File: src/rtl/rbs_pkg.sv
// Shared constants, types and helpers for the ray/box slab tester.
// No dependencies; used by every rbs_* module and the top level.
package rbs_pkg;

  localparam int COORD_WIDTH = 32;
  localparam int FRAC_BITS   = 16;
  localparam int NUM_WIDTH   = COORD_WIDTH + FRAC_BITS;
  localparam int IDX_WIDTH   = $clog2(COORD_WIDTH);
  // prep, one stage per quotient bit, resolve, two combine stages
  localparam int STAGES      = COORD_WIDTH + 4;
  localparam int CFG_AW      = 3;
  localparam int IN_TDATA_W  = 8 * COORD_WIDTH;
  localparam int OUT_BITS    = 1 + 2 * COORD_WIDTH;
  localparam int OUT_TDATA_W = ((OUT_BITS + 7) / 8) * 8;

  localparam logic [CFG_AW-1:0] REG_MIN_X = 3'd0;
  localparam logic [CFG_AW-1:0] REG_MIN_Y = 3'd1;
  localparam logic [CFG_AW-1:0] REG_MIN_Z = 3'd2;
  localparam logic [CFG_AW-1:0] REG_MAX_X = 3'd3;
  localparam logic [CFG_AW-1:0] REG_MAX_Y = 3'd4;
  localparam logic [CFG_AW-1:0] REG_MAX_Z = 3'd5;

  localparam logic signed [COORD_WIDTH-1:0] QMAX = {1'b0, {(COORD_WIDTH-1){1'b1}}};
  localparam logic signed [COORD_WIDTH-1:0] QMIN = {1'b1, {(COORD_WIDTH-1){1'b0}}};

  typedef logic signed [COORD_WIDTH-1:0] coord_t;

  // one quotient in flight
  typedef struct packed {
    logic [NUM_WIDTH-1:0]   rem;
    logic [COORD_WIDTH-1:0] quo;
    logic [COORD_WIDTH-1:0] den;
    logic                   neg;
    logic                   sat;
  } div_t;

  // per-ray data riding alongside the dividers
  typedef struct packed {
    coord_t     t0;
    coord_t     t1;
    logic [2:0] dzero;
    logic [2:0] in_slab;
  } side_t;

  typedef struct packed {
    coord_t t_lo;
    coord_t t_hi;
    logic   ok;
  } slab_t;

  // sign and saturate a finished magnitude quotient
  function automatic coord_t div_finish(div_t d);
    coord_t r;
    if (d.neg) begin
      if (d.sat || (d.quo > {1'b1, {(COORD_WIDTH-1){1'b0}}}))
        r = QMIN;
      else
        r = coord_t'(-d.quo);
    end else begin
      if (d.sat || d.quo[COORD_WIDTH-1])
        r = QMAX;
      else
        r = coord_t'(d.quo);
    end
    return r;
  endfunction

endpackage

File: src/rtl/rbs_div_step.sv
// One restoring-division step: retires one quotient bit per register stage.
// Depends on rbs_pkg.
module rbs_div_step (
  input  logic                          clk,
  input  logic                          en,
  input  logic [rbs_pkg::IDX_WIDTH-1:0] bit_idx,
  input  rbs_pkg::div_t                 din,
  output rbs_pkg::div_t                 dout
);

  localparam int W = rbs_pkg::COORD_WIDTH;
  localparam int N = rbs_pkg::NUM_WIDTH;

  logic [2*W-1:0] dsh;
  logic [2*W-1:0] rem_ext;
  rbs_pkg::div_t  dout_next;

  always_comb begin
    dsh       = (2*W)'(din.den) << bit_idx;
    rem_ext   = (2*W)'(din.rem);
    dout_next = din;
    if (rem_ext >= dsh) begin
      dout_next.rem          = din.rem - dsh[N-1:0];
      dout_next.quo[bit_idx] = 1'b1;
    end
  end

  always_ff @(posedge clk) begin
    if (en) dout <= dout_next;
  end

endmodule

File: config.mk
export PLATFORM = sky130hd
export DESIGN_NAME = rbs_div_step
export DESIGN_NICKNAME = d
export VERILOG_FILES = /design/src/rtl/rbs_pkg.sv /design/src/rtl/rbs_div_step.sv
export SDC_FILE = /design/constraint.sdc
export NUM_CORES = 1
export LEC_CHECK = 0
export CELL_PAD_IN_SITES_DETAIL_PLACEMENT = 0
export CELL_PAD_IN_SITES_GLOBAL_PLACEMENT = 2
export CORE_UTILIZATION = 42
export DETAILED_ROUTE_END_ITERATION = 16
export DONT_BUFFER_PORTS = 1
export PLACE_DENSITY = 0.93
export SYNTH_ARGS = -nofsm -noshare
export SYNTH_HDL_FRONTEND = slang
export SYNTH_SLANG_ARGS = --single-unit
File: constraint.sdc
create_clock -name clk -period 13.25 [get_ports clk]
set_clock_uncertainty 0.2 [all_clocks]
set_input_delay 0.6625 -clock clk [delete_from_list [all_inputs] [get_ports clk]]
set_output_delay 0.6625 -clock clk [all_outputs]
set_load 0.005 [all_outputs]
Word level (Yosys, flattened, before mapping)
Index checks and enable logic that the tools add are counted.

Add/subtract/negate cells: 1. $lt $le $gt $ge: 3. Shifts and indexed selects: 1. Muxes and demuxes: 3. Bitwise logic cells: 1. Reduce and logical (&&, ||, !) cells: 1.

Operators with widths (count): 2-to-1 mux 80 bit (1); >= comparator 48 x 64 -> 1 bit (1); << shifter 32 x 5 -> 64 bit (1); subtractor 48 bit (1); bitwise OR 32 bit (1); < comparator 5 x 6 -> 1 bit, second input constant (1); demux 1 bit (select 5 bit) (1); >= comparator 5 x 1 -> 1 bit, second input constant (1); logical AND 1 bit (1); 2-to-1 mux 1 bit (1).

Register bits: 114. Output and inout bits: 114.

Logic depth before layout (Yosys ltp)
Depth in word-level cells: 6. Depth in mapped cells: 25. Mapped depth without buffers: 19.

Least setup slack after synthesis
OpenSTA, ideal clock, no wires.

Path kind: input-to-reg. Start: input port bit_idx[0] in the netlist's numbering. End: register dout[113] in the netlist's numbering (data pin). Library setup time: 135 ps. Arrival time: 4949 ps. Path slack: 7966 ps. Stages on the path: 21. Buffers on the path: 5. Cell sequence: buf_2 buf_2 buf_2 clkbuf_1 a211oi_1 a21oi_1 nand2_1 o31a_1 mux2_2 o22a_1 ha_1 nand4_1 nor4_2 o211ai_1 a31oi_1 o21ai_1 a31o_2 a21o_1 buf_6 or4_1 nand3_1.

RTL lines: start: declaration (line rbs_div_step.sv:6) `input logic [rbs_pkg::IDX_WIDTH-1:0] bit_idx,`; end signal: assignment (line rbs_div_step.sv:29) `if (en) dout <= dout_next;`; end: declaration (line rbs_div_step.sv:8) `output rbs_pkg::div_t dout`.

==> run summary <==
status - completed
dpl cell area - 9190 um^2
diode count - 0
number of global-route vias before repair - 7,181
Max Fclk - 183 MHz
DPL Wire Length - 21.2 mm
clock sinks - 114
final hold vios - 0
critical path class - primary input to register
# IOs - 235
placed insts - 1,209
via/cell ratio - 6.17
Hold WC Path Type - primary input to register
net count after synthesis - 1,164
ratio of final minimum period to clock period - 41.3%
core area - 21,200 um^2
all-layer global routing usage - 25.2%
CTS buffer count - 17
number of enable flip-flop cells after synthesis - 114
max reg flops - 114
Layout area overhead - 8.16%
Yosys reg bits - 114
top cell type's share of synthesized area - 37.6%
initial antenna violation count - 0
Reg clk slew, reported paths - 0.06 ns
# DRC - 0
Iteration-0 DRC Markers - 747
first-pass GRT wire length - 42.2 mm
largest net degree at the start of global routing - 115
Slew HR - 27.8%
Largest regs - dout x114
total power - 1.34 mW
fin. max-slew vios - 0
setup_tns - 0 ns
Initial Utilization - 43.0%
postcts setup bufs - 0
MaxCap Viol Count - 0
Max Fanout on Critical Path - 73
Data arrival, critical path - 5.44 ns
# port buffers - 0
CTS Buffer Depth - 2
Largest Register - dout
Synth area leader - edfxtp_1
root buffer cell - clkbuf_16
site row count - 53
Final Routed Wirelength - 28.1 mm
Die Area - 22,300 um^2
share of cells above drive strength 1 - 7.76%
Worst-Margin Slew - 1.08 ns
# fillers - 2,044
Commonest cells post-synth - nand2_1 (146), edfxtp_1 (114), a21oi_1 (96)
VDD IR max - 66.2 uV
crit end category - register
sequential cell area - 3420 um^2
global route overflow - 0
post-synthesis average cell area - 9.15 um^2
P_leak - 3.83 nW
Worst Hold Depth - 0
Die H - 149 um
# hold bufs at CTS - 0
Resized cells post-CTS - 0
register area share after synthesis - 37.6%
Hold WS - 0.137 ns
# nets final - 1,123
Util after Layout - 46.5%
via count - 7,651
CTS tree - done
Synth area leaders - edfxtp_1 (38%), ha_1 (6.6%), nand2_1 (6.0%)
Yosys warnings - 0
post-synthesis async set-or-reset flop share - 0%
drt pass-1 iters - 6
RSZ-0062 raised after global routing - false
pre-CTS WS - 7.44 ns
Multi-input gate area - 5340 um^2
Synth Flop Type - edfxtp_1
Synth cell types - 66
fin area - 9840 um^2
Post-Layout Cell Count - 1,241
# setup viols final - 0
H-tree Lvls - 4
CP required - 13.22 ns
Final WS setup - 7.78 ns
ANT nets after route - 0
Gate Count Post-Synth - 994
CP startpoint kind - primary input
Period minus WS final - 5.47 ns
top-count cell post-synth - nand2_1
gpl congestion - 0.917
die width - 149 um
Mapped Area - 9100 um^2
PD cells - 136 nW/um^2
drt wl/cell - 22.6 um
layout make-up:
cell class / instances / share of cell area, %
clock buffers: 17 / 4.32
clock inverters: 15 / 2.23
inverters: 20 / 0.763
multi-input cells: 798 / 54.2
flip-flops and latches: 114 / 34.8
well taps: 275 / 3.50
repair buffers: 2 / 0.153
routing by layer:
layer	wire [um]	track usage, %	share of wire, %	vias to the layer above
met5	0	0	0	-
li1	-	-	-	3655
met2	13000	39.3	46	333
met3	2240	5.78	8.0	13
met1	12600	35.5	45	3650
met4	196	4.90	0.70	0
power by group:
part	total (mW)	internal [mW]	switching, mW
Sequential	0.468	0.447	0.0203
Clock	0.509	0.321	0.189
Combinational	0.365	0.139	0.227
Total	1.34	0.907	0.436
layout by cell type, fill, tap and decap left out, types with 6 or more instances in the layout:
cell type    n
o211ai_1     9
mux4_2      17
a31oi_1      7
o21a_1       9
nand3_1     18
a21o_1      50
and3_1       8
nand2_1    146
nand4_1     18
mux2i_1     33
o21ai_0     44
nor3_1       8
clkbuf_16   17
ha_1        48
xor2_1      18
o31ai_1      8
and2_1       8
edfxtp_1   114
inv_1       19
a21oi_1     96
a211oi_1     8
xnor2_1     23
nor4_1       6
o21ai_1     52
mux2_2      14
nor2_1      70
nor2b_1      8
critical path: stages:
cell	delay, ns
inv_1	0.47
nand2_1	0.29
nor2_1	0.62
a21oi_1	0.26
ha_1	0.47
nand4_1	0.20
nor4_2	0.50
o211ai_1	0.24
a31oi_1	0.22
o21ai_1	0.13
a31o_2	0.26
a21o_4	0.32
buf_4	0.35
mux2_1	0.39
final timing paths:
path / end / from
setup / recovery: dout[67] / bit_idx[3]
hold / removal: dout[0] / din[0]
cells by family (layout without fill, tap and decap cells):
group	count (synthesis)	in the layout	share of synthesized area [%]
adders and majority gates	49	49	6.82
xor gates and xnor gates	41	41	3.95
DFF	114	114	37.6
and+or+nand+nor	311	311	15.5
muxes	68	68	10.1
AOI/OAI and AO/OA	329	329	22.2
buffers and inverters	82	54	3.78
Note: power is estimated with default switching activity, not from simulation.
