### src/rtl/rbs_pkg.sv
// Shared constants, types and helpers for the ray/box slab tester.
// No dependencies; used by every rbs_* module and the top level.
package rbs_pkg;

  localparam int COORD_WIDTH = 32;
  localparam int FRAC_BITS   = 16;
  localparam int NUM_WIDTH   = COORD_WIDTH + FRAC_BITS;
  localparam int IDX_WIDTH   = $clog2(COORD_WIDTH);
  // prep, one stage per quotient bit, resolve, two combine stages
  localparam int STAGES      = COORD_WIDTH + 4;
  localparam int CFG_AW      = 3;
  localparam int IN_TDATA_W  = 8 * COORD_WIDTH;
  localparam int OUT_BITS    = 1 + 2 * COORD_WIDTH;
  localparam int OUT_TDATA_W = ((OUT_BITS + 7) / 8) * 8;

  localparam logic [CFG_AW-1:0] REG_MIN_X = 3'd0;
  localparam logic [CFG_AW-1:0] REG_MIN_Y = 3'd1;
  localparam logic [CFG_AW-1:0] REG_MIN_Z = 3'd2;
  localparam logic [CFG_AW-1:0] REG_MAX_X = 3'd3;
  localparam logic [CFG_AW-1:0] REG_MAX_Y = 3'd4;
  localparam logic [CFG_AW-1:0] REG_MAX_Z = 3'd5;

  localparam logic signed [COORD_WIDTH-1:0] QMAX = {1'b0, {(COORD_WIDTH-1){1'b1}}};
  localparam logic signed [COORD_WIDTH-1:0] QMIN = {1'b1, {(COORD_WIDTH-1){1'b0}}};

  typedef logic signed [COORD_WIDTH-1:0] coord_t;

  // one quotient in flight
  typedef struct packed {
    logic [NUM_WIDTH-1:0]   rem;
    logic [COORD_WIDTH-1:0] quo;
    logic [COORD_WIDTH-1:0] den;
    logic                   neg;
    logic                   sat;
  } div_t;

  // per-ray data riding alongside the dividers
  typedef struct packed {
    coord_t     t0;
    coord_t     t1;
    logic [2:0] dzero;
    logic [2:0] in_slab;
  } side_t;

  typedef struct packed {
    coord_t t_lo;
    coord_t t_hi;
    logic   ok;
  } slab_t;

  // sign and saturate a finished magnitude quotient
  function automatic coord_t div_finish(div_t d);
    coord_t r;
    if (d.neg) begin
      if (d.sat || (d.quo > {1'b1, {(COORD_WIDTH-1){1'b0}}}))
        r = QMIN;
      else
        r = coord_t'(-d.quo);
    end else begin
      if (d.sat || d.quo[COORD_WIDTH-1])
        r = QMAX;
      else
        r = coord_t'(d.quo);
    end
    return r;
  endfunction

endpackage

### src/rtl/rbs_resolve.sv
// Turns six finished quotients into signed slab intervals, zero directions included.
// Depends on rbs_pkg.
module rbs_resolve (
  input  logic          clk,
  input  logic          en,
  input  rbs_pkg::div_t enter [3],
  input  rbs_pkg::div_t leave [3],
  input  rbs_pkg::side_t side_in,
  output rbs_pkg::slab_t slab [3],
  output rbs_pkg::side_t side_out
);

  rbs_pkg::slab_t slab_next [3];

  always_comb begin
    for (int a = 0; a < 3; a++) begin
      if (side_in.dzero[a]) begin
        slab_next[a].t_lo = rbs_pkg::QMIN;
        slab_next[a].t_hi = rbs_pkg::QMAX;
        slab_next[a].ok   = side_in.in_slab[a];
      end else begin
        slab_next[a].t_lo = rbs_pkg::div_finish(enter[a]);
        slab_next[a].t_hi = rbs_pkg::div_finish(leave[a]);
        slab_next[a].ok   = 1'b1;
      end
    end
  end

  always_ff @(posedge clk) begin
    if (en) begin
      for (int a = 0; a < 3; a++) slab[a] <= slab_next[a];
      side_out <= side_in;
    end
  end

endmodule

### config.mk
export PLATFORM = sky130hd
export DESIGN_NAME = rbs_resolve
export DESIGN_NICKNAME = d
export VERILOG_FILES = /design/src/rtl/rbs_pkg.sv /design/src/rtl/rbs_resolve.sv
export SDC_FILE = /design/constraint.sdc
export NUM_CORES = 1
export LEC_CHECK = 0
export BUFFER_PORTS_ARGS = -buffer_cell sky130_fd_sc_hd__buf_4
export CORE_AREA = 2 2 395 397
export CTS_BUF_LIST = sky130_fd_sc_hd__clkbuf_4 sky130_fd_sc_hd__clkbuf_8
export CTS_CLUSTER_DIAMETER = 30
export DETAILED_ROUTE_END_ITERATION = 8
export DIE_AREA = 0 0 397 399
export PLACE_DENSITY = 0.3
export SLEW_MARGIN = 40
export SYNTH_ARGS = -nofsm -noshare
export SYNTH_HDL_FRONTEND = slang
export SYNTH_SLANG_ARGS = --single-unit
### constraint.sdc
create_clock -name clk -period 7.4 [get_ports clk]
set_input_delay 1.48 -clock clk [delete_from_list [all_inputs] [get_ports clk]]
set_output_delay 1.48 -clock clk [all_outputs]
set_load 0.02 [all_outputs]
# Yosys cells after proc, flatten, opt, wreduce, memory -nomap -nowiden
# Cells that the tools add are included.
# totals
ff_bits	265
in_bits	756
output_inout_bits	265
elab_cells	55
# op_classes
add_sub_neg	6
magnitude_cmp	6
mux	18
n_reduce_logical	12
# op_table
cell	n
$mux W32	18
$gt A32 B32 Y1 const B	6
$neg A32 Y32	6
$logic_or A1 B1 Y1	12

# Depth between registers and ports, before layout
# depth
ltp_word	4
mapped_depth	10
ltp_nobuf	7

# Least setup slack after synthesis
# Ideal clock, no wire load.
# synth_timing
kind	input -> register
startpoint	input leave[34] in the netlist's numbering
endpoint	register slab[27] (netlist name)
setup_time_ns	0.255
arrival_time_ns	3.332
required_ns	7.145
setup_slack_ns	3.813
cell_stages	7
n_path_buf	0
cell_sequence	inv_1 -> ha_1 -> nor4b_1 -> nand4_1 -> or4b_1 -> mux2i_1 -> and2_1
# synth_between
elab_chain_cells	4
elab_cells_between_ends	5
cone_classes	add/sub: 1; order compare: 1; mux: 2; reduce/logical: 1
# synth_rtl
item	line	text
start: declaration	rbs_resolve.sv:7	input rbs_pkg::div_t leave [3],
$gt A32 B32 Y1	rbs_pkg.sv:55	if (d.sat || (d.quo > {1'b1, {(COORD_WIDTH-1){1'b0}}}))
$logic_or A1 B1 Y1	rbs_pkg.sv:55	
$mux W32 *	rbs_pkg.sv:55	
$mux W32 *	rbs_pkg.sv:54	if (d.neg) begin
# Mark *: on every way between the ends. The rest lies on a longest branch, timed or not.
# A chain may end at the register's enable or synchronous reset.

# Final worst setup path
# layout_timing
startpoint	input enter[263] in the netlist's numbering
endpoint	register slab[188] (netlist name)
# layout_between
elab_chain_cells	4
elab_cells_between_ends	5
cone_classes	add/sub: 1; order compare: 1; mux: 2; reduce/logical: 1
# layout_rtl
item	line	text
start: declaration	rbs_resolve.sv:6	input rbs_pkg::div_t enter [3],
$gt A32 B32 Y1	rbs_pkg.sv:55	
$logic_or A1 B1 Y1	rbs_pkg.sv:55	
$mux W32 *	rbs_pkg.sv:55	
$mux W32 *	rbs_pkg.sv:54	
# Marks and branches as above.

==> impl_metrics.json <==
{
  "yosysWarningCount": 0,
  "dieWidth_um": 397,
  "grt-ovfl-total": 0,
  "nets": 2876,
  "maxSlewHeadroom": 0.426,
  "drt-initial-drc-count": 1140,
  "drv_cap": 0,
  "die_h_um": 399,
  "fin_cells": 4246,
  "multi_input_area_um2": 7130,
  "syn_to_final_growth_pct": 55.9,
  "start_util": 0.101,
  "fp-row-count": 144,
  "ys_seq_elements": 265,
  "antenna_found_initial": 51,
  "synth_top_area_frac": 0.514,
  "rsz0062_at_grt": "no",
  "n_fill_cell": 17331,
  "placed_cell_area_um2": 22000,
  "p_per_area_nw_per_um2": 226,
  "htreeDepth": 3,
  "mostFrequentLayoutCells": "558 x buf_4, 265 x edfxtp_1, 140 x a21oi_1, 135 x nor2_1, 107 x clkbuf_8",
  "drive_above_1_share": 0.369,
  "slew_violations": 0,
  "vias": 16033,
  "die-area_um2": 158000,
  "first_pass_iters": 6,
  "postCtsSetupBuffers": 0,
  "critPathSlowestCell": "a311oi_1",
  "ir_drop_mv": 0.140,
  "status": "finished, final reports clean",
  "coreArea_um2": 154000,
  "worst_pin_slew_ns": 0.854,
  "cp_slowest_stage_delay_ns": 0.75,
  "worst_setup_path_start_kind": "primary input",
  "viasPerCell": 3.78,
  "grt_pass1_vias": 15637,
  "grt_max_degree": 117,
  "syn_area_um2": 15500,
  "cellLeakagePower_nw": 8.54,
  "worst_ep_arrival_time_ns": 4.60,
  "synth_cell_types": 78,
  "synth_area_leaders": "edfxtp_1 51%, a21oi_1 4.5%, nor2_1 3.4%, nor3_1 2.7%, o21ai_0 2.2%",
  "path_class": "primary input to flip-flop",
  "netlist_instances": 1549,
  "cts_tree": "built",
  "dominantRegCellSynth": "edfxtp_1",
  "synth-seq-area-share": 0.514,
  "crit_chain": "buf_4, inv_1, ha_1, or4b_1, nor4_4, and4b_1, o21bai_4, a311oi_1",
  "setup_tns_ns": 0,
  "synth_nets": 2311,
  "cts_hold_buf": 0,
  "clock_path_buffers": 3,
  "cp-end-kind": "flip-flop",
  "hold_viol": 0,
  "fin_crit_sh": 0.565,
  "place.gp.congestion": 0.784,
  "critPathRequiredTime_ns": 7.82,
  "grt_pass1_wl_um": 138000,
  "hpwlAfterDp_um": 82000,
  "setup_violations": 0,
  "final_antenna_net_count": 0,
  "synth-edff-count": 265,
  "clk_pin_slew_worst_paths_ns": 0.04,
  "min_period_ns": 4.18,
  "routedWlPerCell_um": 24.4,
  "wl_um": 104000,
  "critPathMaxFanout": 24,
  "fmax_mhz": 239,
  "drc": 0,
  "crit_path_end": "slab[188]$_SDFFCE_PP0P_",
  "regArea_um2": 7960,
  "place.port_buffers": 540,
  "design_area_um2": 24100,
  "cts_inserted_buffers": 106,
  "synthArstFlopShare": 0,
  "cts_root_buf": "clkbuf_8",
  "placed_cells": 4050,
  "hold_path_class": "primary input to flip-flop",
  "grt_util_all_layers": 0.126,
  "cts_num_sinks": 265,
  "final_common_cell": "buf_4",
  "crit_start": "enter[263]",
  "syn_area_per_cell_um2": 10.0,
  "io_pins": 1021,
  "post_cts_resized": 0,
  "synth_area_leader_cell": "edfxtp_1"
}
layout make-up:
cell class	instances	share of cell area
Clock inverter	54	0.0167
Inverter	38	0.00596
Multi-Input combinational cell	1140	0.295
Tap cell	2044	0.106
Sequential cell	265	0.330
Antenna cell	9	0.000933
Timing Repair Buffer	563	0.176
Clock buffer	133	0.0691
per-stage QoR:
stage | util | total power, mW | worst slack, ns | hold WS, ns
floorplan | - | 2.25 | 3.81 | 1.58
global placement | 0.142 | 2.89 | 2.18 | 1.66
detailed placement | 0.143 | 2.89 | 2.45 | 1.66
CTS | 0.157 | 5.62 | 3.32 | 0.726
global route | 0.157 | 5.76 | 3.14 | 0.756
finish | 0.157 | 5.46 | 3.22 | 0.862
kinds of logic (layout without fill, tap and decap cells):
kind of cell               Yosys count  in the layout  synth area share
DFF                                265            265             0.514
muxes                               11             11           0.00711
other                                0              9                 0
xor gates and xnor gates            10             10           0.00566
and+or+nand+nor                    638            638             0.224
AOI/OAI and AO/OA                  475            475             0.207
buffers and inverters              144            788            0.0374
adders and majority gates            6              6           0.00485
sequential cells by signal (all words and copies together) (netlist names):
register / cells
side_out: 70
slab: 195
worst min path at each step:
| stage | from | endpoint | slack [ns] | depth (start not counted) |
|---|---|---|---|---|
| global route | side_in[45] | side_out[45]$_DFFE_PP_ | 0.76 | 1 |
| CTS | side_in[9] | side_out[9]$_DFFE_PP_ | 0.73 | 1 |
| global placement | side_in[25] | side_out[25]$_DFFE_PP_ | 1.66 | 1 |
| finish | side_in[34] | side_out[34]$_DFFE_PP_ | 0.86 | 1 |
| floorplan | side_in[0] | side_out[0]$_DFFE_PP_ | 1.58 | 0 |
| detailed placement | side_in[7] | side_out[7]$_DFFE_PP_ | 1.66 | 1 |
synthesized netlist by cell type, drive strengths merged, types with 21 or more instances:
| library cell | instances |
|---|---|
| a31oi | 36 |
| nand2 | 86 |
| o22ai | 21 |
| or2 | 22 |
| buf | 26 |
| nand4 | 46 |
| nor4 | 49 |
| clkbuf | 80 |
| nor3 | 85 |
| inv | 36 |
| o21ai | 70 |
| a311oi | 25 |
| edfxtp | 265 |
| or4 | 24 |
| a21oi | 140 |
| nor2 | 139 |
| a211oi | 28 |
| or3 | 38 |
| nand3 | 64 |
per-layer routing:
layer	up-vias	share of wire	GRT usage
met5	-	0.0024	0
met4	40	0.018	0.0321
met3	149	0.11	0.0603
met2	650	0.42	0.182
met1	7823	0.45	0.168
li1	7371	-	-
worst max-delay path, delay by kind of cell:
kind / cells / cell delay [ns]
buf+inv: 2 / 0.19
simple gates: 3 / 1.61
fa+ha+maj: 1 / 0.22
compound gates: 2 / 1.08
where the power goes:
| group | internal (mW) | switching (mW) |
|---|---|---|
| clock | 1.62 | 0.997 |
| combinational | 0.350 | 0.634 |
| sequential | 1.81 | 0.0517 |
| total | 3.78 | 1.68 |
Note: power is estimated with default switching activity, not from simulation.
