## src/rtl/rbs_pkg.sv

```systemverilog
// Shared constants, types and helpers for the ray/box slab tester.
// No dependencies; used by every rbs_* module and the top level.
package rbs_pkg;

  localparam int COORD_WIDTH = 32;
  localparam int FRAC_BITS   = 16;
  localparam int NUM_WIDTH   = COORD_WIDTH + FRAC_BITS;
  localparam int IDX_WIDTH   = $clog2(COORD_WIDTH);
  // prep, one stage per quotient bit, resolve, two combine stages
  localparam int STAGES      = COORD_WIDTH + 4;
  localparam int CFG_AW      = 3;
  localparam int IN_TDATA_W  = 8 * COORD_WIDTH;
  localparam int OUT_BITS    = 1 + 2 * COORD_WIDTH;
  localparam int OUT_TDATA_W = ((OUT_BITS + 7) / 8) * 8;

  localparam logic [CFG_AW-1:0] REG_MIN_X = 3'd0;
  localparam logic [CFG_AW-1:0] REG_MIN_Y = 3'd1;
  localparam logic [CFG_AW-1:0] REG_MIN_Z = 3'd2;
  localparam logic [CFG_AW-1:0] REG_MAX_X = 3'd3;
  localparam logic [CFG_AW-1:0] REG_MAX_Y = 3'd4;
  localparam logic [CFG_AW-1:0] REG_MAX_Z = 3'd5;

  localparam logic signed [COORD_WIDTH-1:0] QMAX = {1'b0, {(COORD_WIDTH-1){1'b1}}};
  localparam logic signed [COORD_WIDTH-1:0] QMIN = {1'b1, {(COORD_WIDTH-1){1'b0}}};

  typedef logic signed [COORD_WIDTH-1:0] coord_t;

  // one quotient in flight
  typedef struct packed {
    logic [NUM_WIDTH-1:0]   rem;
    logic [COORD_WIDTH-1:0] quo;
    logic [COORD_WIDTH-1:0] den;
    logic                   neg;
    logic                   sat;
  } div_t;

  // per-ray data riding alongside the dividers
  typedef struct packed {
    coord_t     t0;
    coord_t     t1;
    logic [2:0] dzero;
    logic [2:0] in_slab;
  } side_t;

  typedef struct packed {
    coord_t t_lo;
    coord_t t_hi;
    logic   ok;
  } slab_t;

  // sign and saturate a finished magnitude quotient
  function automatic coord_t div_finish(div_t d);
    coord_t r;
    if (d.neg) begin
      if (d.sat || (d.quo > {1'b1, {(COORD_WIDTH-1){1'b0}}}))
        r = QMIN;
      else
        r = coord_t'(-d.quo);
    end else begin
      if (d.sat || d.quo[COORD_WIDTH-1])
        r = QMAX;
      else
        r = coord_t'(d.quo);
    end
    return r;
  endfunction

endpackage

```

## src/rtl/rbs_combine.sv

```systemverilog
// Intersects x/y slabs, then z, then clips to the ray interval (two stages).
// Depends on rbs_pkg.
module rbs_combine (
  input  logic            clk,
  input  logic            en_xy,
  input  logic            en_out,
  input  rbs_pkg::slab_t  slab [3],
  input  rbs_pkg::side_t  side,
  output logic            hit,
  output rbs_pkg::coord_t t_enter,
  output rbs_pkg::coord_t t_exit
);

  // x/y stage
  logic            miss1;
  rbs_pkg::coord_t tmin1, tmax1, t0_1, t1_1;
  rbs_pkg::slab_t  z1;

  rbs_pkg::coord_t tmin2, tmax2;
  logic            miss2, hit_next;
  rbs_pkg::coord_t enter_next, exit_next;

  always_ff @(posedge clk) begin
    if (en_xy) begin
      miss1 <= !slab[0].ok || !slab[1].ok ||
               (slab[0].t_lo > slab[1].t_hi) || (slab[1].t_lo > slab[0].t_hi);
      tmin1 <= (slab[1].t_lo > slab[0].t_lo) ? slab[1].t_lo : slab[0].t_lo;
      tmax1 <= (slab[1].t_hi < slab[0].t_hi) ? slab[1].t_hi : slab[0].t_hi;
      z1    <= slab[2];
      t0_1  <= side.t0;
      t1_1  <= side.t1;
    end
  end

  always_comb begin
    miss2      = miss1 || !z1.ok || (tmin1 > z1.t_hi) || (z1.t_lo > tmax1);
    tmin2      = (z1.t_lo > tmin1) ? z1.t_lo : tmin1;
    tmax2      = (z1.t_hi < tmax1) ? z1.t_hi : tmax1;
    hit_next   = !miss2 && (tmin2 < t1_1) && (tmax2 > t0_1);
    enter_next = '0;
    exit_next  = '0;
    if (hit_next) begin
      enter_next = (tmin2 < t0_1) ? t0_1 : tmin2;
      exit_next  = (tmax2 > t1_1) ? t1_1 : tmax2;
    end
  end

  always_ff @(posedge clk) begin
    if (en_out) begin
      hit     <= hit_next;
      t_enter <= enter_next;
      t_exit  <= exit_next;
    end
  end

endmodule

```

## config.mk

```make
export PLATFORM = sky130hd
export DESIGN_NAME = rbs_combine
export DESIGN_NICKNAME = d
export VERILOG_FILES = /design/src/rtl/rbs_pkg.sv /design/src/rtl/rbs_combine.sv
export SDC_FILE = /design/constraint.sdc
export NUM_CORES = 1
export LEC_CHECK = 0
export ABC_AREA = 1
export BUFFER_PORTS_ARGS = -buffer_cell sky130_fd_sc_hd__buf_2
export CAP_MARGIN = 20
export CORE_AREA = 2 2 280 282
export CTS_BUF_LIST = sky130_fd_sc_hd__clkbuf_8
export DETAILED_ROUTE_END_ITERATION = 10
export DIE_AREA = 0 0 282 284
export SLEW_MARGIN = 10
export SYNTH_ARGS = -nofsm -noshare
export SYNTH_HDL_FRONTEND = slang
export SYNTH_SLANG_ARGS = --single-unit
```

## constraint.sdc

```tcl
create_clock -name clk -period 5.4 [get_ports clk]
set_input_delay 0.81 -clock clk [delete_from_list [all_inputs] [get_ports clk]]
set_output_delay 0.81 -clock clk [all_outputs]
set_load 0.05 [all_outputs]
```

# After elaboration in Yosys (flattened, before gate mapping)
# Cells that the tools add are included.
[totals]
ff_bits = 259
latch_bits = 0
ram_bits = 0
rom_bits = 0
inputBits = 268
output_inout_bits = 65
wordCells = 41
mem_count = 0
[classes]
addsub = 0
multipliers = 0
div_mod_pow = 0
order_cmp = 12
eq_ne = 0
shifts = 0
muxes = 6
bitwise_logic = 0
n_reduce_logical = 12
[ops]
columns = ["cell", "count"]
rows = [
  ["$gt A32 B32 Y1", 8],
  ["$mux W32", 6],
  ["$lt A32 B32 Y1", 4],
  ["$logic_or A1 B1 Y1", 6],
  ["$logic_not A1 Y1", 4],
  ["$logic_and A1 B1 Y1", 2],
]

# Logic depth before layout (Yosys ltp)
# Gate-level depths: netlist (run 1).
[depth]
word_depth = 7
ltp_mapped = 34
ltp_nobuf = 32

# Least setup slack after synthesis (run 1)
# No wires, ideal clock.
[synth_path]
path_kind = "register to register"
startpoint = "register z1[2] (netlist bit)"
endpoint = "register t_exit[10], data pin"
arrival_time_ns = 4.111
t_required_ns = 5.260
setup_slack_ns = 1.148
path_stages_with_launch = 31
n_path_buf = 2
period_less_slack_ns = 4.252
path_cell_list = "edfxtp_1 -> ha_1 -> o21ai_1 -> nand2_1 -> nand3_1 -> nand2_1 -> nand2_1 -> o211ai_1 -> a21oi_1 -> o221ai_1 -> nand4_1 -> a21o_1 -> nand2_1 -> clkbuf_1 -> o21ai_0 -> ha_1 -> nand2_1 -> inv_1 -> nand3_1 -> nor4_1 -> inv_1 -> nor4_1 -> nand2_1 -> o2111ai_1 -> nand2_1 -> o21ai_0 -> nand2_1 -> inv_1 -> buf_2 -> nand2_1 -> a21oi_2"
[synth_via]
elab_chain_cells = 6
elab_cells_between_ends = 11
cone_classes = "order compare: 4; mux: 2; reduce/logical: 5"
[synth_rtl]
columns = ["element", "line", "source"]
rows = [
  ["start, declared", "rbs_combine.sv:17", "rbs_pkg::slab_t z1;"],
  ["start signal, assigned", "rbs_combine.sv:29", "z1 <= slab[2];"],
  ["parallel branches: the longest is 6 deep, another holds $lt A32 B32 Y1", "-", ""],
  ["end signal, assigned", "rbs_combine.sv:52", "t_exit <= exit_next;"],
  ["end, declared", "rbs_combine.sv:11", "output rbs_pkg::coord_t t_exit"],
]
# Parallel ways; which one is timed is not known.
# A chain may end at the register's enable or synchronous reset.

# Worst setup path after layout (run 1)
[layout_path]
startpoint = "register tmax1[1]"
endpoint = "register t_exit[1], data pin"
[layout_via]
elab_chain_cells = 5
elab_cells_between_ends = 10
cone_classes = "order compare: 4; mux: 2; reduce/logical: 4"
[layout_rtl]
columns = ["element", "line", "source"]
rows = [
  ["start, declared", "rbs_combine.sv:16", "rbs_pkg::coord_t tmin1, tmax1, t0_1, t1_1;"],
  ["start signal, assigned", "rbs_combine.sv:28", "tmax1 <= (slab[1].t_hi < slab[0].t_hi) ? slab[1].t_hi : slab[0].t_hi;"],
  ["parallel branches: the longest is 5 deep, another holds $lt A32 B32 Y1", "-", ""],
]
# Parallel ways; which one is timed is not known.

==> results of run 1 <==
[routing by layer]
| metal | vias to the layer above | global-route usage (%) | part of all wire, % | wire length (um) |
|---|---|---|---|---|
| li1 | 8502 | - | - | - |
| met1 | 7334 | 21.44 | 47 | 29960 |
| met2 | 374 | 24.91 | 45 | 28590 |
| met3 | 85 | 2.157 | 5.0 | 3149 |
| met4 | 2 | 4.588 | 2.7 | 1708 |
| met5 | - | 0 | 0.020 | 13 |
[final timing paths]
path	endpoint	cells past startpoint	slack, ns
worst max register to register	t_exit[1]	29	0.42
worst min-delay path	z1[49]	1	0.39
worst max-delay path	t_exit[1]	29	0.42
worst min register to register	t_enter[31]	2	0.59
[cells in the final DEF (no fill, tap or decap), types with 27 or more instances in the layout]
cell and instances:
a21oi_1 197, buf_4 93, o21ai_0 112, a21oi_2 29, ha_1 380, buf_2 325
nor2_1 122, edfxtp_1 259, a211oi_1 27, clkbuf_8 44, nor2_2 32, inv_1 389
nand4_1 33, nand3_1 64, nand2_2 31, nand2_1 379
[state kept, by name, summed over array words and instances (netlist names)]
register  flops
miss1         1
t1_1         32
tmax1        32
hit           1
t_exit       32
t_enter      32
t0_1         32
tmin1        32
z1           65
[power groups by stage]
stage                     clock network [mW]  registers [mW]  logic [mW]
after global placement                     0            2.62        3.65
after floorplan                            0            2.66        2.21
after detailed placement                   0            2.63        3.71
final                                   1.77            2.58        3.73
after CTS                               1.86            2.58        3.73
after global routing                    1.93            2.60        4.25
[critical path: cells and delay by family (launching register included)]
kind            cells  cell delay (ns)
compound gates     10             1.83
flops               1             0.37
simple gates       12             1.24
fa+ha+maj           2             0.58
buf+inv             5             0.76
[cells by family (layout without fill, tap and decap cells)]
| kind of cell | Yosys count | count (layout) | share of synthesized area [%] |
|---|---|---|---|
| simple gates | 703 | 704 | 15.59 |
| buf+inv | 428 | 888 | 8.478 |
| compound gates | 436 | 436 | 12.81 |
| xor+xnor | 5 | 5 | 0.2198 |
| flops | 259 | 259 | 39.04 |
| fa+ha+maj | 380 | 380 | 23.86 |
| other cells | 0 | 5 | 0 |
[stage by stage]
stage	power, mW	utilization, %	setup WS, ns	std cells
2_1_floorplan	4.870	-	1.148	2211
6_report	8.089	31.82	0.4196	3717
5_1_grt	8.785	31.82	-0.01760	3715
4_1_cts	8.174	31.64	0.006092	3706
3_3_place_gp	6.272	30.52	-0.1318	3632
3_5_place_dp	6.338	30.52	-0.1428	3632
[cell type report]
type | count | area (um2)
inverters | 382 | 1434
clock buffers | 43 | 591.8
well taps | 1040 | 1301
multi-input cells | 1525 | 10530
clock inverters | 31 | 254.0
fillers | 8075 | 52470
diodes | 5 | 12.51
repair buffers | 432 | 2590
flip-flops and latches | 259 | 7777
[what timing repair did]
item                       in CTS  in global routing
buffers inserted                0                  5
setup endpoints to repair      65                 65
gates resized for setup         3                 22
cloned                          0                  1
pin swaps                       0                  3
==> reports/qor.csv, run 1 <==
metric,value,unit
status,"finished, final reports clean",
grt_util_all_layers,15.49,%
synth_nets,2859,
maxCapViolCount,0,
yosys.area.top_type,edfxtp_1,
netlist_top_cells_count,"inv_1, ha_1, nand2_1",
hp-start,slab[49],
cp_max_fo,21,
synth.top_cell.area_share,39.04,%
fin_tns_setup,0,ns
routed_wl,63420,um
vias_per_cell,4.384,
clock-root-buffer,clkbuf_8,
top_level_ports,333,
synth-seq-cells,259,
drtAntennaViolNets,0,
synth.avg_cell_area,9.011,um2
ys_warn_count,0,
slew_viol_final,0,
p_sw_share,40.52,%
max_stage_delay,0.51,ns
core,76960,um2
power_switching,3.278,mW
grt-ovfl-total,0,
via_count,16297,
setup_violations,0,
clkPwrFrac,21.9,%
tightest_slew,0.8352,ns
numPortBuffers,326,
ys_top_cells_by_area,"edfxtp_1, ha_1, inv_1",
worstSetupEndpointType,flop,
cts_inserted_buffers,43,
wire_per_inst,17.06,um
num_rows,102,
cp_common_cell,nand2_1,
arrival,5.37,ns
crit_required,5.79,ns
fmax,200.8,MHz
gp_congestion,0.8768,
netlist_instances,2211,
synth_flop_cell,edfxtp_1,
die_w,282,um
hold_violations,0,
antenna_found_initial,15,
drc,0,
start_util,25.89,%
yosysSeqAreaShare,39.04,%
p_int,4.811,mW
power_density,330.3,nW/um2
slew_headroom,44.32,%
path_class,flop to flop,
crit_path_start_kind,flop,
leakage,11.96,nW
pwr-share-seq,31.9,%
cts_max_level,2,
synthDistinctLibCells,46,
yosysMostFrequentCell,inv_1,
finClkSkew,0.02828,ns
combPwrFrac,46.2,%
min_period,4.980,ns
drive_gt1_share,22.64,%
cts_tree,built,
vdd_drop_max,0.0001320,V
cts_sinks,259,
die_h,284,um
clk_pin_slew,0.07,ns
holdWs,0.3937,ns
drt_iter0_markers,944,
dieArea,80090,um2
async_flop_share,0,%
rr_startpoint,tmax1[1],
dp_hpwl,54140,um
placed_area,23490,um2
period_share,92.23,%
firstDrtPassIters,5,
grt_max_degree,83,
final_area,24490,um2
clock_latency,0.59,ns
area_growth,22.92,%
cts_buffer_depth,3,
grt_pass1_vias,15949,
hp-class,primary input to flop,
grt_pass1_wl,93340,um
synth_edf_count,259,
critPathLaunch,tmax1[1],
syn_area,19920,um2
cts_hold_buf,0,
nets,3291,
slowest_stage,o21ai_0,
Power figures use the tool's default switching activity.
==> inputs of run 2 (changes only) <==
--- a/config.mk
+++ b/config.mk
@@ -5,13 +5,12 @@
 export SDC_FILE = /design/constraint.sdc
 export NUM_CORES = 1
 export LEC_CHECK = 0
-export ABC_AREA = 1
 export BUFFER_PORTS_ARGS = -buffer_cell sky130_fd_sc_hd__buf_2
 export CAP_MARGIN = 20
-export CORE_AREA = 2 2 280 282
+export CORE_AREA = 2 2 279 281
 export CTS_BUF_LIST = sky130_fd_sc_hd__clkbuf_8
 export DETAILED_ROUTE_END_ITERATION = 10
-export DIE_AREA = 0 0 282 284
+export DIE_AREA = 0 0 281 283
 export SLEW_MARGIN = 10
 export SYNTH_ARGS = -nofsm -noshare
 export SYNTH_HDL_FRONTEND = slang
==> reports/qor.csv, run 2 <==
metric,value,unit,change
leakage,13.28,nW,+11%
grt_max_degree,107,,+29%
pwr-share-seq,30.3,%,-1.6 points
violations,setup timing,,
status,"finished, violations left",,
synth_nets,2535,,-11%
slew_viol_final,0,,unchanged
firstDrtPassIters,4,,-1
cts_sinks,259,,unchanged
via_count,16631,,+2.0%
rr_startpoint,tmax1[14],,
synth-seq-cells,259,,unchanged
p_int,5.333,mW,+11%
finalPower,8.405,mW,+3.9%
rsz0062_at_grt,yes,,
r2r_slack,-0.04,ns,-0.46 ns
power_switching,3.073,mW,-6.3%
cts_inserted_buffers,44,,+2.3%
die_w,281,um,-0.35%
routed_wl,72880,um,+15%
p_sw_share,36.56,%,-4.0 points
drtAntennaViolNets,0,,unchanged
cts_max_level,2,,unchanged
whs_path_depth,1,,unchanged
syn_area,19680,um2,-1.2%
drive_gt1_share,39.69,%,+17 points
vias_per_cell,4.519,,+3.1%
netlist_top_cells_count,"ha_1, inv_1, edfxtp_1",,
hp-start,side[57],,
ys_warn_count,0,,unchanged
hp-class,primary input to flop,,
dp_hpwl,59820,um,+10%
fin_tns_setup,-0.3582,ns,-0.3582 ns
synth_edf_count,259,,unchanged
largest_register,z1,,
clock-root-buffer,clkbuf_8,,
layout_common_cells,"ha_1, buf_4, buf_2",,
finClkSkew,0.04319,ns,+0.01491 ns
period_share,100.7,%,+8.5 points
path_class,flop to flop,,
setup_violations,25,,+25
yosysSeqAreaShare,39.52,%,+0.48 points
synth_flop_cell,edfxtp_1,,
wire_per_inst,19.80,um,+16%
slew_headroom,34.14,%,-10 points
placed_cells,3536,,-2.6%
numPortBuffers,326,,unchanged
nets,3243,,-1.5%
drc,0,,unchanged
antenna_found_initial,20,,+5
cts_buffer_depth,3,,unchanged
start_util,25.66,%,-0.23 points
synthDistinctLibCells,65,,+41%
setup_slack,-0.03732,ns,-0.4569 ns
largest_reg_flops,65,,unchanged
gp_congestion,0.9524,,+8.6%
final_cells,3680,,-1.0%
grt-ovfl-total,0,,unchanged
netlist_instances,1887,,-15%
vdd_drop_max,0.0001617,V,+22%
ys_top_cells_by_area,"edfxtp_1, ha_1, inv_1",,
area_growth,41.34,%,
layout_commonest_cell,ha_1,,
core,76700,um2,-0.33%
cp_max_fo,13,,-38%
arrival,5.79,ns,+0.42 ns
grt_pass1_wl,104100,um,+12%
synth.top_cell.area_share,39.52,%,+0.48 points
async_flop_share,0,%,unchanged
dieArea,79520,um2,-0.71%
crit_path_start_kind,flop,,
tightest_slew,0.9878,ns,+0.1526 ns
drt_iter0_markers,759,,-20%
cts_tree,built,,
hold_violations,0,,unchanged
grt_pass1_vias,17100,,+7.2%
synth.avg_cell_area,10.43,um2,+16%
clkPwrFrac,22.8,%,+0.9 points
yosys.area.top_type,edfxtp_1,,
top_level_ports,333,,unchanged
combPwrFrac,46.9,%,+0.7 points
clk_pin_slew,0.07,ns,about the same
fmax,183.9,MHz,-8.4%
power_density,302.2,nW/um2,-8.5%
grt_util_all_layers,17.67,%,+2.2 points
worstSetupEndpointType,flop,,
yosysMostFrequentCell,ha_1,,
maxCapViolCount,0,,unchanged
num_rows,102,,unchanged
min_period,5.437,ns,+0.4569 ns
crit_required,5.75,ns,-0.04 ns
r2r_cells,25,,-14%
die_h,283,um,-0.35%
holdPathEnd,t0_1[19],,
r2r_end,t_exit[20],,
clock_latency,0.63,ns,+0.04 ns
cts_hold_buf,0,,unchanged
fin_util,36.27,%,+4.4 points
run 2: how the worst max path moves through the flow:
| stage | slack, ns | endpoint | cells past startpoint | startpoint |
|---|---|---|---|---|
| global route | -0.29 | t_exit[31] | 26 | tmax1[1] |
| floorplan | -0.0009 | t_exit[22] | 23 | z1[18] |
| finish | -0.04 | t_exit[20] | 25 | tmax1[14] |
| detailed placement | -0.68 | t_exit[20] | 26 | tmax1[1] |
| CTS | 0.002 | t_exit[30] | 26 | z1[18] |
| global placement | -0.57 | t_exit[11] | 26 | tmax1[1] |
run 2: power by group through the flow:
stage | logic (mW) | registers, mW | clock network [mW]
2_1_floorplan | 1.71 | 2.58 | 0
3_3_place_gp | 3.19 | 2.57 | 0
3_5_place_dp | 3.21 | 2.58 | 0
4_1_cts | 3.51 | 2.54 | 1.98
5_1_grt | 4.32 | 2.56 | 2.04
6_report | 3.95 | 2.55 | 1.91
run 2: per-layer routing:
| layer | vias to the layer above | wire length [um] | GRT usage (%) | part of all wire (%) |
|---|---|---|---|---|
| met1 | 7782 | 31780 | 21.84 | 44 |
| met4 | 16 | 2398 | 5.963 | 3.3 |
| met3 | 121 | 2857 | 3.059 | 3.9 |
| li1 | 8393 | - | - | - |
| met2 | 319 | 35770 | 30.81 | 49 |
| met5 | - | 82 | 0 | 0.11 |
run 2: worst max-delay path, cell delays in order, from the launching register on:
cell and delay, ns:
edfxtp_1 0.44, inv_1 0.13, ha_1 0.25, a21o_1 0.19, a211oi_2 0.26, o211ai_1 0.21, a221o_1 0.39, a221oi_2 0.28
buf_4 0.18, buf_12 0.10, nor2b_4 0.07, nand2_2 0.11, nand2_4 0.08, ha_4 0.27, nand4_1 0.08, or2_4 0.25
nor2_4 0.09, buf_6 0.12, nand4_1 0.17, nor4_4 0.47, nor4_4 0.10, and3b_2 0.26, a21o_4 0.30, buf_12 0.18
nor2_1 0.13, a311oi_2 0.07
run 2: cell families (layout without fill, tap and decap cells):
group | count (synthesis) | count (layout) | share of synthesized area, %
mux | 98 | 98 | 5.410
fa+ha+maj | 380 | 380 | 24.16
simple gates | 471 | 473 | 11.37
flops | 259 | 259 | 39.52
other cells | 0 | 12 | 0
xor+xnor | 1 | 1 | 0.04451
buf+inv | 298 | 1036 | 5.995
compound gates | 380 | 381 | 13.51
run 2: stage by stage:
stage / hold slack [ns] / setup slack [ns] / instance area (um2)
6_report: 0.3737 / -0.03732 / 27820
3_3_place_gp: 0.5811 / -0.5669 / 24950
3_5_place_dp: 0.5763 / -0.6784 / 24950
4_1_cts: 0.3169 / 0.001607 / 26580
2_1_floorplan: 0.5589 / -0.0008566 / 19680
5_1_grt: 0.3353 / -0.2929 / 27820
run 2: cell type report:
cell class	instances	area, um2
antenna	12	30.03
clock buffer	45	619.3
clock inverter	34	294.0
fill	7711	48880
inverter	261	979.7
multi-input combinational	1333	12010
sequential	259	7777
tap	1040	1301
timing repair buffer	696	4802
run 2: what timing repair did:
item	in CTS	in global routing
gates resized for setup	88	202
hold endpoints to repair	0	0
pin swaps	41	80
setup endpoints to repair	65	65
cloned	7	6
buffers inserted	20	28
==> inputs of run 3 (changes only) <==
--- a/config.mk
+++ b/config.mk
@@ -9,8 +9,10 @@
 export CAP_MARGIN = 20
 export CORE_AREA = 2 2 279 281
 export CTS_BUF_LIST = sky130_fd_sc_hd__clkbuf_8
+export CTS_CLUSTER_SIZE = 8
 export DETAILED_ROUTE_END_ITERATION = 10
 export DIE_AREA = 0 0 281 283
+export RECOVER_POWER = 25
 export SLEW_MARGIN = 10
 export SYNTH_ARGS = -nofsm -noshare
 export SYNTH_HDL_FRONTEND = slang
==> reports/qor.csv, run 3 (synthesized netlist as in run 2, its figures left out) <==
metric,value,unit,change
hp-start,slab[41],,
status,"finished, violations left",,
dp_worst_setup_slack,-0.6784,ns,unchanged
area_growth,41.93,%,
fmax,183.3,MHz,-0.32%
cp_common_cell,a21o_1,,
slew_viol_final,0,,unchanged
cts_inserted_buffers,46,,+4.5%
vdd_drop_max,0.0001687,V,+4.4%
grt_max_degree,107,,unchanged
slowest_stage,or4_4,,
routed_wl,73380,um,+0.69%
fillers,7719,,+0.10%
die_h,283,um,unchanged
violations,setup timing,,
finClkSkew,0.02973,ns,-0.01346 ns
path_cells,ha_1 > nand4_1 > nor2_1 > a22o_1 > or4_4 > o211ai_4 > buf_12 > mux2_2 > ha_1 > a21o_1 > a21o_1 > a21o_1 > a211oi_2 > o21ai_2 > a21oi_2 > o21ai_0 > or3_1 > a21o_4 > buf_12 > buf_16 > a311oi_2,,
r2r_end,t_exit[5],,
largest_register,z1,,
dp_hpwl,59820,um,unchanged
crit_path_start_kind,flop,,
fin_tns_setup,-0.2654,ns,+0.09271 ns
cts_tree,built,,
gp_congestion,0.9524,,unchanged
worst-path-buf-inv,3,,-2
final_area,27930,um2,+0.41%
top_level_ports,333,,unchanged
grt_pass1_wl,105000,um,+0.85%
path_class,flop to flop,,
layout_common_cells,"ha_1, buf_4, buf_2",,
cts_buffer_depth,3,,unchanged
drive_gt1_share,38.31,%,-1.4 points
period_share,101.0,%,+0.33 points
rr_startpoint,z1[61],,
r2r_slack,-0.05,ns,-0.02 ns
dieArea,79520,um2,unchanged
slew_headroom,33.25,%,-0.88 points
numPortBuffers,326,,unchanged
holdPathEnd,z1[41],,
die_w,281,um,unchanged
clk_pin_slew,0.06,ns,about the same
grt_pass1_vias,17257,,+0.92%
vias_per_cell,4.543,,+0.52%
drt_iter0_markers,729,,-4.0%
hp-class,primary input to flop,,
holdWs,0.3692,ns,-0.004563 ns
r2r_cells,21,,-16%
firstDrtPassIters,4,,unchanged
tightest_slew,1.001,ns,+0.01339 ns
wire_per_inst,19.83,um,+0.14%
grt_util_all_layers,17.79,%,+0.12 points
num_rows,102,,unchanged
rsz0062_at_grt,yes,,
setup_violations,7,,-72%
cpLargestDelayFamily,compound AO/OA/AOI/OAI gates,,
drtAntennaViolNets,0,,unchanged
hold_violations,0,,unchanged
arrival,5.89,ns,+0.10 ns
register_area,7777,um2,unchanged
cp_max_fo,7,,-6
maxCapViolCount,0,,unchanged
whs_path_depth,1,,unchanged
layout_commonest_cell,ha_1,,
largest_reg_flops,65,,unchanged
multi_input_area,12000,um2,-0.10%
placed_area,24950,um2,unchanged
antenna_found_initial,21,,+5.0%
core,76700,um2,unchanged
min_period,5.455,ns,+0.01763 ns
crit_required,5.83,ns,+0.08 ns
power_density,306.9,nW/um2,+1.6%
max_stage_delay,0.57,ns,+0.10 ns
clock-root-buffer,clkbuf_8,,
leakage,13.27,nW,about the same
nets,3266,,+0.71%
setup_slack,-0.05494,ns,-0.01763 ns
cts_max_level,2,,unchanged
via_count,16808,,+1.1%
grt-ovfl-total,0,,unchanged
start_util,25.66,%,unchanged
fin_util,36.42,%,+0.15 points
cts_hold_buf,0,,unchanged
drc,0,,unchanged
clock_latency,0.63,ns,about the same
worstSetupEndpointType,flop,,
cts_sinks,259,,unchanged
-- run 3: cell types whose count changed in the layout (fill, tap and decap cells not counted), moves of 4 or more --
cell,delta
buf_2,-48
buf_4,+21
clkbuf_1,+48
clkinv_2,-5
mux2i_1,-6
nand2_2,-4
nand2_4,+4
-- run 3: where the power goes --
| group | switching, mW | leakage [nW] | internal (mW) |
|---|---|---|---|
| clock | 0.869 | 0.517 | 1.14 |
| sequential | 0.141 | 2.60 | 2.41 |
| combinational | 2.07 | 10.2 | 1.95 |
-- run 3: worst max-delay path by stage --
stage          startpoint         end  slack (ns)  depth (start not counted)
6_report           z1[61]   t_exit[5]       -0.05                         21
5_1_grt         tmax1[17]   t_exit[5]       -0.25                         27
4_1_cts          tmax1[1]  t_exit[30]       -0.01                         28
3_5_place_dp     tmax1[1]  t_exit[20]       -0.68                         26
3_3_place_gp     tmax1[1]  t_exit[11]       -0.57                         26
2_1_floorplan      z1[18]  t_exit[22]     -0.0009                         23
-- run 3: metrics by stage --
step / std cells / total power, mW
2_1_floorplan: 1887 / 4.290
3_3_place_gp: 3536 / 5.761
3_5_place_dp: 3536 / 5.785
4_1_cts: 3663 / 8.172
5_1_grt: 3699 / 9.096
6_report: 3700 / 8.573
-- run 3: metal layers --
| layer | GRT usage (%) | part of all wire, % | up-vias | routed length, um |
|---|---|---|---|---|
| met2 | 30.63 | 49 | 357 | 35860 |
| met3 | 2.927 | 4.2 | 131 | 3077 |
| met5 | 0 | 0.11 | - | 82 |
| li1 | - | - | 8422 | - |
| met1 | 22.10 | 43 | 7882 | 31720 |
| met4 | 6.845 | 3.6 | 16 | 2646 |
-- run 3: final cells by class --
class	count	area share, %
multi-input combinational	1332	42.97
inverter	261	3.507
tap	1040	4.658
clock buffer	47	2.316
clock inverter	30	1.106
antenna	13	0.1165
sequential	259	27.84
timing repair buffer	718	17.49
-- run 3: repair_timing --
item	in CTS	in global routing
setup buffers	47	26
endpoints found under the setup margin	65	65
gates resized for setup	99	200
pin swaps	45	70
cloned	6	5
